File: src/design/greek_to_latin_transliterator_macros.svh
// assertion helpers used by the top-level module
`ifndef GREEK_TO_LATIN_TRANSLITERATOR_MACROS_SVH
`define GREEK_TO_LATIN_TRANSLITERATOR_MACROS_SVH

// same-cycle implication, checked outside reset
`define G2L_ASSERT_IMP(lbl, ante, cons, msg) \
	lbl: assert property (@(posedge clk) disable iff (!arst_n) (ante) |-> (cons)) \
		else $error(msg);

// next-cycle implication, checked outside reset
`define G2L_ASSERT_NEXT(lbl, ante, cons, msg) \
	lbl: assert property (@(posedge clk) disable iff (!arst_n) (ante) |=> (cons)) \
		else $error(msg);

`endif

File: src/design/g2l_pkg.sv
`timescale 1ns / 1ps

package g2l_pkg;

	// byte codes of the letters that combine, and the table and ascii bounds
	localparam logic [7:0] CODE_NU      = 8'd237;
	localparam logic [7:0] CODE_NU_CAP  = 8'd205;
	localparam logic [7:0] CODE_MU      = 8'd236;
	localparam logic [7:0] CODE_MU_CAP  = 8'd204;
	localparam logic [7:0] CODE_TAU     = 8'd244;
	localparam logic [7:0] CODE_TAU_CAP = 8'd212;
	localparam logic [7:0] CODE_PI      = 8'd240;
	localparam logic [7:0] CODE_PI_CAP  = 8'd208;
	localparam logic [7:0] ROM_BASE     = 8'd160;
	localparam logic [7:0] ASCII_TOP    = 8'd126;

	// ascii codes emitted for held and combined letters
	localparam logic [6:0] CHAR_N_LOW = 7'h6E;
	localparam logic [6:0] CHAR_N_CAP = 7'h4E;
	localparam logic [6:0] CHAR_M_LOW = 7'h6D;
	localparam logic [6:0] CHAR_M_CAP = 7'h4D;
	localparam logic [6:0] CHAR_D_LOW = 7'h64;
	localparam logic [6:0] CHAR_D_CAP = 7'h44;
	localparam logic [6:0] CHAR_B_LOW = 7'h62;
	localparam logic [6:0] CHAR_B_CAP = 7'h42;

	// result slots per transaction, and queue sizing
	localparam int JOB_SLOTS   = 5;
	localparam int SLOT_W      = $clog2(JOB_SLOTS + 1);
	localparam int QUEUE_DEPTH = 4;
	localparam int QPTR_W      = $clog2(QUEUE_DEPTH);
	localparam int QCNT_W      = $clog2(QUEUE_DEPTH + 1);

	typedef enum logic [2:0] {
		HELD_NONE,
		HELD_NU,
		HELD_NU_CAP,
		HELD_MU,
		HELD_MU_CAP
	} held_t;

	typedef struct packed {
		logic [7:0] in_byte;
		logic       end_of_text;
	} in_item_t;

	typedef struct packed {
		logic [6:0] out_char;
		logic       unrecognized;
		logic       last_of_run;
	} out_item_t;

	// all results of one input transaction
	typedef struct packed {
		logic [JOB_SLOTS-1:0][6:0] chars;
		logic [JOB_SLOTS-1:0]      unrec;
		logic [SLOT_W-1:0]         cnt;
	} job_t;

	typedef struct packed {
		logic [1:0]      len;
		logic [2:0][6:0] chars;
	} rom_entry_t;

	function automatic held_t hold_code(input logic [7:0] b);
		held_t h;
		h = HELD_NONE;
		if (b == CODE_NU) h = HELD_NU;
		else if (b == CODE_NU_CAP) h = HELD_NU_CAP;
		else if (b == CODE_MU) h = HELD_MU;
		else if (b == CODE_MU_CAP) h = HELD_MU_CAP;
		return h;
	endfunction

	function automatic logic [6:0] held_char(input held_t h);
		logic [6:0] c;
		case (h)
			HELD_NU:     c = CHAR_N_LOW;
			HELD_NU_CAP: c = CHAR_N_CAP;
			HELD_MU:     c = CHAR_M_LOW;
			HELD_MU_CAP: c = CHAR_M_CAP;
			default:     c = 7'h00;
		endcase
		return c;
	endfunction

	// expansion table for bytes 160..255, strings right-justified in three bytes
	function automatic rom_entry_t xlat_rom(input logic [6:0] idx);
		logic [23:0] w;
		rom_entry_t  e;
		e = '0;
		case (idx)
			7'd0:  w = 24'(" ");
			7'd1:  w = 24'("'");
			7'd2:  w = 24'("'");
			7'd3:  w = 24'("$");
			7'd4:  w = 24'h0;
			7'd5:  w = 24'h0;
			7'd6:  w = 24'("|");
			7'd7:  w = 24'("*p");
			7'd8:  w = 24'("\"");
			7'd9:  w = 24'("*c");
			7'd10: w = 24'h0;
			7'd11: w = 24'("<<");
			7'd12: w = 24'("*n");
			7'd13: w = 24'(" ");
			7'd14: w = 24'h0;
			7'd15: w = 24'("-");
			7'd16: w = 24'("*d");
			7'd17: w = 24'("+-");
			7'd18: w = 24'("^2");
			7'd19: w = 24'("^3");
			7'd20: w = 24'("'");
			7'd21: w = 24'("'\"");
			7'd22: w = 24'("A'");
			7'd23: w = 24'(".");
			7'd24: w = 24'("E'");
			7'd25: w = 24'("H'");
			7'd26: w = 24'("I'");
			7'd27: w = 24'(">>");
			7'd28: w = 24'("O'");
			7'd29: w = 24'("*h");
			7'd30: w = 24'("Y'");
			7'd31: w = 24'("W'");
			7'd32: w = 24'("i'\"");
			7'd33: w = 24'("A");
			7'd34: w = 24'("V");
			7'd35: w = 24'("G");
			7'd36: w = 24'("D");
			7'd37: w = 24'("E");
			7'd38: w = 24'("Z");
			7'd39: w = 24'("H");
			7'd40: w = 24'("8");
			7'd41: w = 24'("I");
			7'd42: w = 24'("K");
			7'd43: w = 24'("L");
			7'd44: w = 24'("M");
			7'd45: w = 24'("N");
			7'd46: w = 24'("KS");
			7'd47: w = 24'("O");
			7'd48: w = 24'("P");
			7'd49: w = 24'("R");
			7'd50: w = 24'h0;
			7'd51: w = 24'("S");
			7'd52: w = 24'("T");
			7'd53: w = 24'("Y");
			7'd54: w = 24'("F");
			7'd55: w = 24'("X");
			7'd56: w = 24'("PS");
			7'd57: w = 24'("W");
			7'd58: w = 24'("I\"");
			7'd59: w = 24'("Y\"");
			7'd60: w = 24'("a'");
			7'd61: w = 24'("e'");
			7'd62: w = 24'("h'");
			7'd63: w = 24'("i'");
			7'd64: w = 24'("y'\"");
			7'd65: w = 24'("a");
			7'd66: w = 24'("v");
			7'd67: w = 24'("g");
			7'd68: w = 24'("d");
			7'd69: w = 24'("e");
			7'd70: w = 24'("z");
			7'd71: w = 24'("h");
			7'd72: w = 24'("8");
			7'd73: w = 24'("i");
			7'd74: w = 24'("k");
			7'd75: w = 24'("l");
			7'd76: w = 24'("m");
			7'd77: w = 24'("n");
			7'd78: w = 24'("ks");
			7'd79: w = 24'("o");
			7'd80: w = 24'("p");
			7'd81: w = 24'("r");
			7'd82: w = 24'("s");
			7'd83: w = 24'("s");
			7'd84: w = 24'("t");
			7'd85: w = 24'("y");
			7'd86: w = 24'("f");
			7'd87: w = 24'("x");
			7'd88: w = 24'("ps");
			7'd89: w = 24'("w");
			7'd90: w = 24'("i\"");
			7'd91: w = 24'("y\"");
			7'd92: w = 24'("o'");
			7'd93: w = 24'("y'");
			7'd94: w = 24'("w'");
			7'd95: w = 24'h0;
			default: w = 24'h0;
		endcase
		// unpack into first-to-last order
		if (w[23:16] != 8'h00) begin
			e.len      = 2'd3;
			e.chars[0] = w[22:16];
			e.chars[1] = w[14:8];
			e.chars[2] = w[6:0];
		end else if (w[15:8] != 8'h00) begin
			e.len      = 2'd2;
			e.chars[0] = w[14:8];
			e.chars[1] = w[6:0];
		end else if (w[7:0] != 8'h00) begin
			e.len      = 2'd1;
			e.chars[0] = w[6:0];
		end
		return e;
	endfunction

endpackage

File: src/design/g2l_front.sv
`timescale 1ns / 1ps

module g2l_front (
	input  logic              clk,
	input  logic              arst_n,
	input  logic              item_valid,
	output logic              item_stall,
	input  g2l_pkg::in_item_t item,
	input  logic              q_full,
	output logic              q_push,
	output g2l_pkg::job_t     q_job
);

	g2l_pkg::held_t      held_q;
	g2l_pkg::held_t      held_d;
	g2l_pkg::held_t      hold_new;
	g2l_pkg::rom_entry_t rom;
	g2l_pkg::job_t       job;
	logic [g2l_pkg::SLOT_W-1:0] n;
	logic [7:0]          b;
	logic [6:0]          rom_idx;
	logic                accept;

	assign b          = item.in_byte;
	assign rom_idx    = 7'(b - g2l_pkg::ROM_BASE);
	assign item_stall = q_full;
	assign accept     = item_valid && !q_full;

	// classify the byte and list every result it causes
	always_comb begin
		job      = '0;
		n        = '0;
		held_d   = held_q;
		hold_new = g2l_pkg::hold_code(b);
		rom      = g2l_pkg::xlat_rom(rom_idx);
		if (hold_new != g2l_pkg::HELD_NONE) begin
			if (held_q != g2l_pkg::HELD_NONE) begin
				job.chars[n] = g2l_pkg::held_char(held_q);
				n = n + 1'b1;
			end
			held_d = hold_new;
		end else if ((held_q == g2l_pkg::HELD_NU || held_q == g2l_pkg::HELD_NU_CAP) &&
				(b == g2l_pkg::CODE_TAU || b == g2l_pkg::CODE_TAU_CAP)) begin
			job.chars[n] = (held_q == g2l_pkg::HELD_NU) ? g2l_pkg::CHAR_D_LOW
				: g2l_pkg::CHAR_D_CAP;
			n = n + 1'b1;
			held_d = g2l_pkg::HELD_NONE;
		end else if ((held_q == g2l_pkg::HELD_MU || held_q == g2l_pkg::HELD_MU_CAP) &&
				(b == g2l_pkg::CODE_PI || b == g2l_pkg::CODE_PI_CAP)) begin
			job.chars[n] = (held_q == g2l_pkg::HELD_MU) ? g2l_pkg::CHAR_B_LOW
				: g2l_pkg::CHAR_B_CAP;
			n = n + 1'b1;
			held_d = g2l_pkg::HELD_NONE;
		end else begin
			// release the held letter, then translate
			if (held_q != g2l_pkg::HELD_NONE) begin
				job.chars[n] = g2l_pkg::held_char(held_q);
				n = n + 1'b1;
			end
			held_d = g2l_pkg::HELD_NONE;
			if (b <= g2l_pkg::ASCII_TOP) begin
				job.chars[n] = b[6:0];
				n = n + 1'b1;
			end else if (b >= g2l_pkg::ROM_BASE) begin
				for (int i = 0; i < 3; i++) begin
					if (2'(i) < rom.len) begin
						job.chars[n] = rom.chars[i];
						n = n + 1'b1;
					end
				end
			end else begin
				job.chars[n] = 7'h00;
				job.unrec[n] = 1'b1;
				n = n + 1'b1;
			end
		end
		// end of text flushes a letter still held
		if (item.end_of_text && held_d != g2l_pkg::HELD_NONE) begin
			job.chars[n] = g2l_pkg::held_char(held_d);
			n = n + 1'b1;
			held_d = g2l_pkg::HELD_NONE;
		end
		job.cnt = n;
	end

	assign q_job  = job;
	assign q_push = accept && (n != '0);

	// held letter state
	always_ff @(posedge clk or negedge arst_n) begin
		if (!arst_n) begin
			held_q <= g2l_pkg::HELD_NONE;
		end else if (accept) begin
			held_q <= held_d;
		end
	end

endmodule

File: src/design/g2l_queue.sv
`timescale 1ns / 1ps

module g2l_queue (
	input  logic          clk,
	input  logic          arst_n,
	input  logic          push,
	input  g2l_pkg::job_t push_job,
	output logic          full,
	input  logic          pop,
	output logic          pop_valid,
	output g2l_pkg::job_t pop_job
);

	g2l_pkg::job_t                 slot_q [g2l_pkg::QUEUE_DEPTH];
	logic [g2l_pkg::QPTR_W-1:0]    wr_ptr_q;
	logic [g2l_pkg::QPTR_W-1:0]    rd_ptr_q;
	logic [g2l_pkg::QCNT_W-1:0]    count_q;
	logic                          do_push;
	logic                          do_pop;

	assign full      = (count_q == g2l_pkg::QCNT_W'(g2l_pkg::QUEUE_DEPTH));
	assign pop_valid = (count_q != '0);
	assign pop_job   = slot_q[rd_ptr_q];
	assign do_push   = push && !full;
	assign do_pop    = pop && pop_valid;

	// pointers and fill level
	always_ff @(posedge clk or negedge arst_n) begin
		if (!arst_n) begin
			wr_ptr_q <= '0;
			rd_ptr_q <= '0;
			count_q  <= '0;
		end else begin
			if (do_push) wr_ptr_q <= wr_ptr_q + 1'b1;
			if (do_pop) rd_ptr_q <= rd_ptr_q + 1'b1;
			if (do_push && !do_pop) count_q <= count_q + 1'b1;
			else if (do_pop && !do_push) count_q <= count_q - 1'b1;
		end
	end

	// job storage
	always_ff @(posedge clk) begin
		if (do_push) slot_q[wr_ptr_q] <= push_job;
	end

endmodule

File: src/design/g2l_back.sv
`timescale 1ns / 1ps

module g2l_back (
	input  logic               clk,
	input  logic               arst_n,
	input  logic               q_valid,
	input  g2l_pkg::job_t      q_job,
	output logic               q_pop,
	output logic               result_valid,
	input  logic               result_stall,
	output g2l_pkg::out_item_t result
);

	g2l_pkg::job_t              job_q;
	logic                       job_valid_q;
	logic [g2l_pkg::SLOT_W-1:0] idx_q;
	logic                       result_valid_q;
	g2l_pkg::out_item_t         result_q;
	logic                       out_free;
	logic                       emit;
	logic                       at_last;
	logic                       job_free;

	assign out_free = !result_valid_q || !result_stall;
	assign at_last  = (idx_q == job_q.cnt - 1'b1);
	assign emit     = job_valid_q && out_free;
	assign job_free = !job_valid_q || (emit && at_last);
	assign q_pop    = q_valid && job_free;

	// current job and slot index
	always_ff @(posedge clk or negedge arst_n) begin
		if (!arst_n) begin
			job_valid_q <= 1'b0;
			idx_q       <= '0;
		end else if (q_pop) begin
			job_valid_q <= 1'b1;
			idx_q       <= '0;
		end else if (emit && at_last) begin
			job_valid_q <= 1'b0;
		end else if (emit) begin
			idx_q <= idx_q + 1'b1;
		end
	end

	always_ff @(posedge clk) begin
		if (q_pop) job_q <= q_job;
	end

	// output register
	always_ff @(posedge clk or negedge arst_n) begin
		if (!arst_n) begin
			result_valid_q <= 1'b0;
		end else if (out_free) begin
			result_valid_q <= emit;
		end
	end

	always_ff @(posedge clk) begin
		if (emit) begin
			result_q.out_char     <= job_q.chars[idx_q];
			result_q.unrecognized <= job_q.unrec[idx_q];
			result_q.last_of_run  <= at_last;
		end
	end

	assign result_valid = result_valid_q;
	assign result       = result_q;

endmodule

File: src/design/greek_to_latin_transliterator.sv
`timescale 1ns / 1ps
// channel  | valid        | stall        | payload
// ---------+--------------+--------------+-----------------------------------
// input    | item_valid   | item_stall   | item   (in_byte, end_of_text)
// output   | result_valid | result_stall | result (out_char, unrecognized,
//          |              |              |         last_of_run)
// One input transaction is taken per cycle while the job queue has room.
// Results leave the output register one at a time, so an item with k
// results (k is 0 to 4) holds the output until all k are sent; a four-job
// queue absorbs expansions. A result passes a queue slot, the job register and the output register.
// Reset clears the held letter, empties the queue and drops result_valid.
// item_stall rises only when the queue is full; result_stall freezes the
// output register while the front keeps filling the queue.

`include "greek_to_latin_transliterator_macros.svh"

module greek_to_latin_transliterator (
	input  logic               clk,
	input  logic               arst_n,
	input  logic               item_valid,
	output logic               item_stall,
	input  g2l_pkg::in_item_t  item,
	output logic               result_valid,
	input  logic               result_stall,
	output g2l_pkg::out_item_t result
);

	logic          q_full;
	logic          q_push;
	logic          q_pop;
	logic          q_valid;
	g2l_pkg::job_t push_job;
	g2l_pkg::job_t q_job;

	// classify and expand
	g2l_front u_front (
		.clk        (clk),
		.arst_n     (arst_n),
		.item_valid (item_valid),
		.item_stall (item_stall),
		.item       (item),
		.q_full     (q_full),
		.q_push     (q_push),
		.q_job      (push_job)
	);

	// job queue between front and back
	g2l_queue u_queue (
		.clk       (clk),
		.arst_n    (arst_n),
		.push      (q_push),
		.push_job  (push_job),
		.full      (q_full),
		.pop       (q_pop),
		.pop_valid (q_valid),
		.pop_job   (q_job)
	);

	// serialize results
	g2l_back u_back (
		.clk          (clk),
		.arst_n       (arst_n),
		.q_valid      (q_valid),
		.q_job        (q_job),
		.q_pop        (q_pop),
		.result_valid (result_valid),
		.result_stall (result_stall),
		.result       (result)
	);

	// queued jobs always carry one to five results
	`G2L_ASSERT_IMP(a_job_count, q_valid, q_job.cnt != '0 && q_job.cnt <= 3'd5, "bad job count")

	// an unrecognized result carries no character
	`G2L_ASSERT_IMP(a_unrec_char, result_valid && result.unrecognized, result.out_char == 7'h00, "unrecognized result with character")

	// results of one transaction follow each other without gaps
	`G2L_ASSERT_NEXT(a_run_gapless, result_valid && !result_stall && !result.last_of_run, result_valid, "gap inside a run")

endmodule
File: config.mk
export PLATFORM = sky130hd
export DESIGN_NAME = greek_to_latin_transliterator
export DESIGN_NICKNAME = d
export VERILOG_FILES = /design/src/design/g2l_pkg.sv /design/src/design/g2l_front.sv /design/src/design/g2l_queue.sv /design/src/design/g2l_back.sv /design/src/design/greek_to_latin_transliterator.sv
export VERILOG_INCLUDE_DIRS = /design/src /design/src/design
export SDC_FILE = /design/constraint.sdc
export NUM_CORES = 1
export LEC_CHECK = 0
export BUFFER_PORTS_ARGS = -buffer_cell sky130_fd_sc_hd__buf_2
export CAP_MARGIN = 0
export CORE_MARGIN = 4
export CORE_UTILIZATION = 45
export DETAILED_ROUTE_END_ITERATION = 8
export HOLD_SLACK_MARGIN = 0.15
export PLACE_DENSITY = 0.63
export SYNTH_ARGS = -nofsm -noshare
export SYNTH_HDL_FRONTEND = slang
export SYNTH_SLANG_ARGS = --single-unit
File: constraint.sdc
create_clock -name clk -period 5.2 [get_ports clk]
set_input_delay 1.04 -clock clk [delete_from_list [all_inputs] [get_ports clk]]
set_output_delay 1.04 -clock clk [all_outputs]
set_load 0.02 [all_outputs]
==> results.sh <==
export IMPL_cp_required_ns=5.59
export IMPL_setup_viol=164
export IMPL_relSlewSlack=0.294
export IMPL_synth_edf_count=209
export IMPL_insertion_delay_ns=0.51
export IMPL_crit_arrival_ns=6.22
export IMPL_fmax_mhz=172
export IMPL_first_global_vias=9066
export IMPL_crit_top_cell="ha_4"
export IMPL_floorplan_initialDensity=0.461
export IMPL_fill_cells=1957
export IMPL_hpwl_mm=23.1
export IMPL_ys_async_sr_fraction=0.0670
export IMPL_wl_mm=35.7
export IMPL_cp_end_kind="register"
export IMPL_r2r_start="u_front.held_q[0]"
export IMPL_violations="negative setup slack"
export IMPL_worst_slack_ns=-0.627
export IMPL_die_w_um=169
export IMPL_io_pins=24
export IMPL_dr_pass1_iters=5
export IMPL_vias_per_cell=6.05
export IMPL_regToRegSetupSlack_ns=1.05
export IMPL_grt_overflow=0
export IMPL_whs_ns=0.452
export IMPL_grt_setup_unrepaired="true"
export IMPL_fp_dieH_um=169
export IMPL_max_stage_delay_ns=0.51
export IMPL_path_max_fanout=4
export IMPL_critical_path_class="input pin to register"
export IMPL_via_count=9024
export IMPL_dieArea_mm2=0.0286
export IMPL_numCtsBuffers=23
export IMPL_areaGrowthSynthToFinish_pct=30.7
export IMPL_antenna_cells=0
export IMPL_synth_area_mm2=0.0117
export IMPL_ir_worst_vdd_mv=0.447
export IMPL_max_clock_path_buffers=3
export IMPL_syn_avg_cell_area_um2=12.8
export IMPL_drv_slew=0
export IMPL_leakage_uw=0.00564
export IMPL_critPathSlowestCell="mux4_2"
export IMPL_core_mm2=0.0253
export IMPL_grt_max_degree=42
export IMPL_clock_sinks=224
export IMPL_r2r_cells=19
export IMPL_htreeDepth=1
export IMPL_synth_main_ff_cell="edfxtp_1"
export IMPL_ys_ff_latch=224
export IMPL_drtIter0Drc=874
export IMPL_worst_slew_pin_slew_ns=1.04
export IMPL_netlist_instances=913
export IMPL_cts_root_buf="clkbuf_16"
export IMPL_cap_viol_max_count=0
export IMPL_ys_seq_area_frac=0.569
export IMPL_drc=0
export IMPL_layout_drive_gt1_share=0.354
export IMPL_portBuffers=23
export IMPL_hp_class="input pin to asynchronous set/reset pin"
export IMPL_status="finished, violations left"
export IMPL_post_route_util=0.603
export IMPL_grt_pass1_wl_mm=54.8
export IMPL_synth_fp_nets=954
export IMPL_clk_pin_slew_ns=0.06
export IMPL_endpoint="u_queue.count_q[1]"
export IMPL_timing_rr_end="u_queue.count_q[1]"
export IMPL_fin_crit_sh=1.12
export IMPL_cts_tree="built"
export IMPL_synth_cell_types=88
export IMPL_hold_buffers=0
export IMPL_crit_start="item[2]"
export IMPL_ant_nets=0
export IMPL_antenna_found_initial=0
export IMPL_clock_skew_ns=0.0122
export IMPL_power_density_mw_per_mm2=419
export IMPL_place_gp_congestion=0.940
export IMPL_yosys_warnings=0
export IMPL_post_drt_wl_per_cell_um=24.0
export IMPL_grt_usage=0.247
export IMPL_start_kind="input pin"
export IMPL_finalHoldViolations=0
export IMPL_rows=58
export IMPL_final_nets=1185
export IMPL_min_period_ns=5.83
## state kept, by name (all words and copies together) (netlist names)
name,count
u_queue.slot_q,160
u_back.job_q,40
u_back.result,9
u_back.idx_q,3
u_front.held_q,3
u_queue.count_q,3
u_queue.rd_ptr_q,2
u_queue.wr_ptr_q,2
u_back.job_valid_q,1
u_back.result_valid,1
## report_power, final
part / leakage (uW) / internal, uW / switching (uW)
clock: 0.000344 / 916 / 672
sequential: 0.00210 / 2450 / 280
combinational: 0.00320 / 1070 / 1010
total: 0.00564 / 4440 / 1960
## cell usage after synthesis, types with 5 or more instances
master | number | share of area
edfxtp_1 | 209 | 0.54
nand2_1 | 75 | 0.024
nor2_1 | 55 | 0.018
a21oi_1 | 48 | 0.021
mux4_2 | 43 | 0.083
o21ai_0 | 41 | 0.018
nor3_1 | 29 | 0.012
clkbuf_1 | 27 | 0.0087
ha_1 | 26 | 0.028
inv_1 | 25 | 0.0080
mux2i_1 | 22 | 0.019
nand3_1 | 22 | 0.0094
buf_2 | 16 | 0.0069
nand2b_1 | 16 | 0.0086
dfrtp_1 | 15 | 0.032
nor2b_1 | 15 | 0.0080
a31oi_1 | 13 | 0.0070
and2_1 | 12 | 0.0064
and3_1 | 12 | 0.0064
o22ai_1 | 12 | 0.0064
a211oi_1 | 10 | 0.0064
o31ai_1 | 10 | 0.0064
buf_1 | 9 | 0.0029
xnor2_1 | 8 | 0.0060
o211ai_1 | 7 | 0.0045
a311oi_1 | 6 | 0.0045
nor4_1 | 6 | 0.0032
xor2_1 | 6 | 0.0045
a32oi_1 | 5 | 0.0037
o221ai_1 | 5 | 0.0037
or3_1 | 5 | 0.0027
## critical path, delay by kind of cell
family | cells | cell delay [ns]
and+or+nand+nor | 5 | 0.92
muxes | 3 | 1.04
adders and majority gates | 5 | 1.41
buffers and inverters | 6 | 0.49
AOI/OAI and AO/OA | 8 | 1.30
## logic make-up (layout without fill, tap and decap cells)
family / count (synthesis) / in the layout / synth area share
AND/OR/NAND/NOR: 273 / 273 / 0.120
flip-flops: 224 / 224 / 0.569
AO/OA/AOI/OAI: 220 / 220 / 0.132
buffers and inverters: 85 / 333 / 0.0316
multiplexers: 69 / 69 / 0.106
adder cells (fa/ha/maj): 28 / 28 / 0.0313
XOR/XNOR: 14 / 14 / 0.0105
## layout make-up
cell class	instances	area, um2	area share
Clock buffer	25	583	0.0382
Clock inverter	17	150	0.00984
Inverter	27	109	0.00713
Multi-Input combinational cell	604	4860	0.318
Sequential cell	224	6650	0.436
Tap cell	330	413	0.0270
Timing Repair Buffer	264	2500	0.164
## per-stage QoR
step | total power [uW] | setup TNS [ns] | area [um2] | worst slack [ns] | std cells
after floorplan | 3800 | -147.32 | 11800 | -1.16 | 913
after global placement | 4440 | -159.64 | 13600 | -1.12 | 1408
after detailed placement | 4470 | -174.14 | 13600 | -1.21 | 1408
after CTS | 6410 | -83.36 | 15300 | -0.576 | 1491
after global routing | 6710 | -98.96 | 15300 | -0.801 | 1491
final | 6400 | -74.73 | 15300 | -0.627 | 1491
## routing by layer
layer | vias up | wire length [um] | GRT usage
met5 | - | 0 | 0
met4 | 0 | 1290 | 0.0760
met3 | 87 | 2220 | 0.0284
met2 | 435 | 18000 | 0.432
met1 | 4463 | 14200 | 0.326
li1 | 4039 | - | -
## worst min-delay path by stage
stage                                   from                  end  slack (ns)  cells after the start
after floorplan           u_queue.count_q[2]   u_queue.count_q[2]        0.48                      1
after global placement    u_queue.count_q[2]   u_queue.count_q[2]        0.51                      1
after detailed placement  u_queue.count_q[2]   u_queue.count_q[2]        0.52                      1
after CTS                             arst_n   u_queue.count_q[1]        0.45                      1
after global routing                  arst_n  u_queue.wr_ptr_q[1]        0.47                      1
final                                 arst_n   u_queue.count_q[1]        0.45                      1
## what timing repair did
item | in CTS | in global routing
pin swaps | 17 | 12
endpoints found under the setup margin | 164 | 165
gates resized for setup | 53 | 19
buffers inserted | 24 | 7
cloned | 17 | 1
## cells in the final DEF (no fill, tap or decap), drive strengths merged, types with 26 or more instances in the layout
master and n:
inv 28, nor3 29, o21ai 45, mux4 43
edfxtp 209, clkbuf 26, ha 26, nor2 55
a21oi 48, buf 263, nand2 75
(Power assumes the default switching activity.)
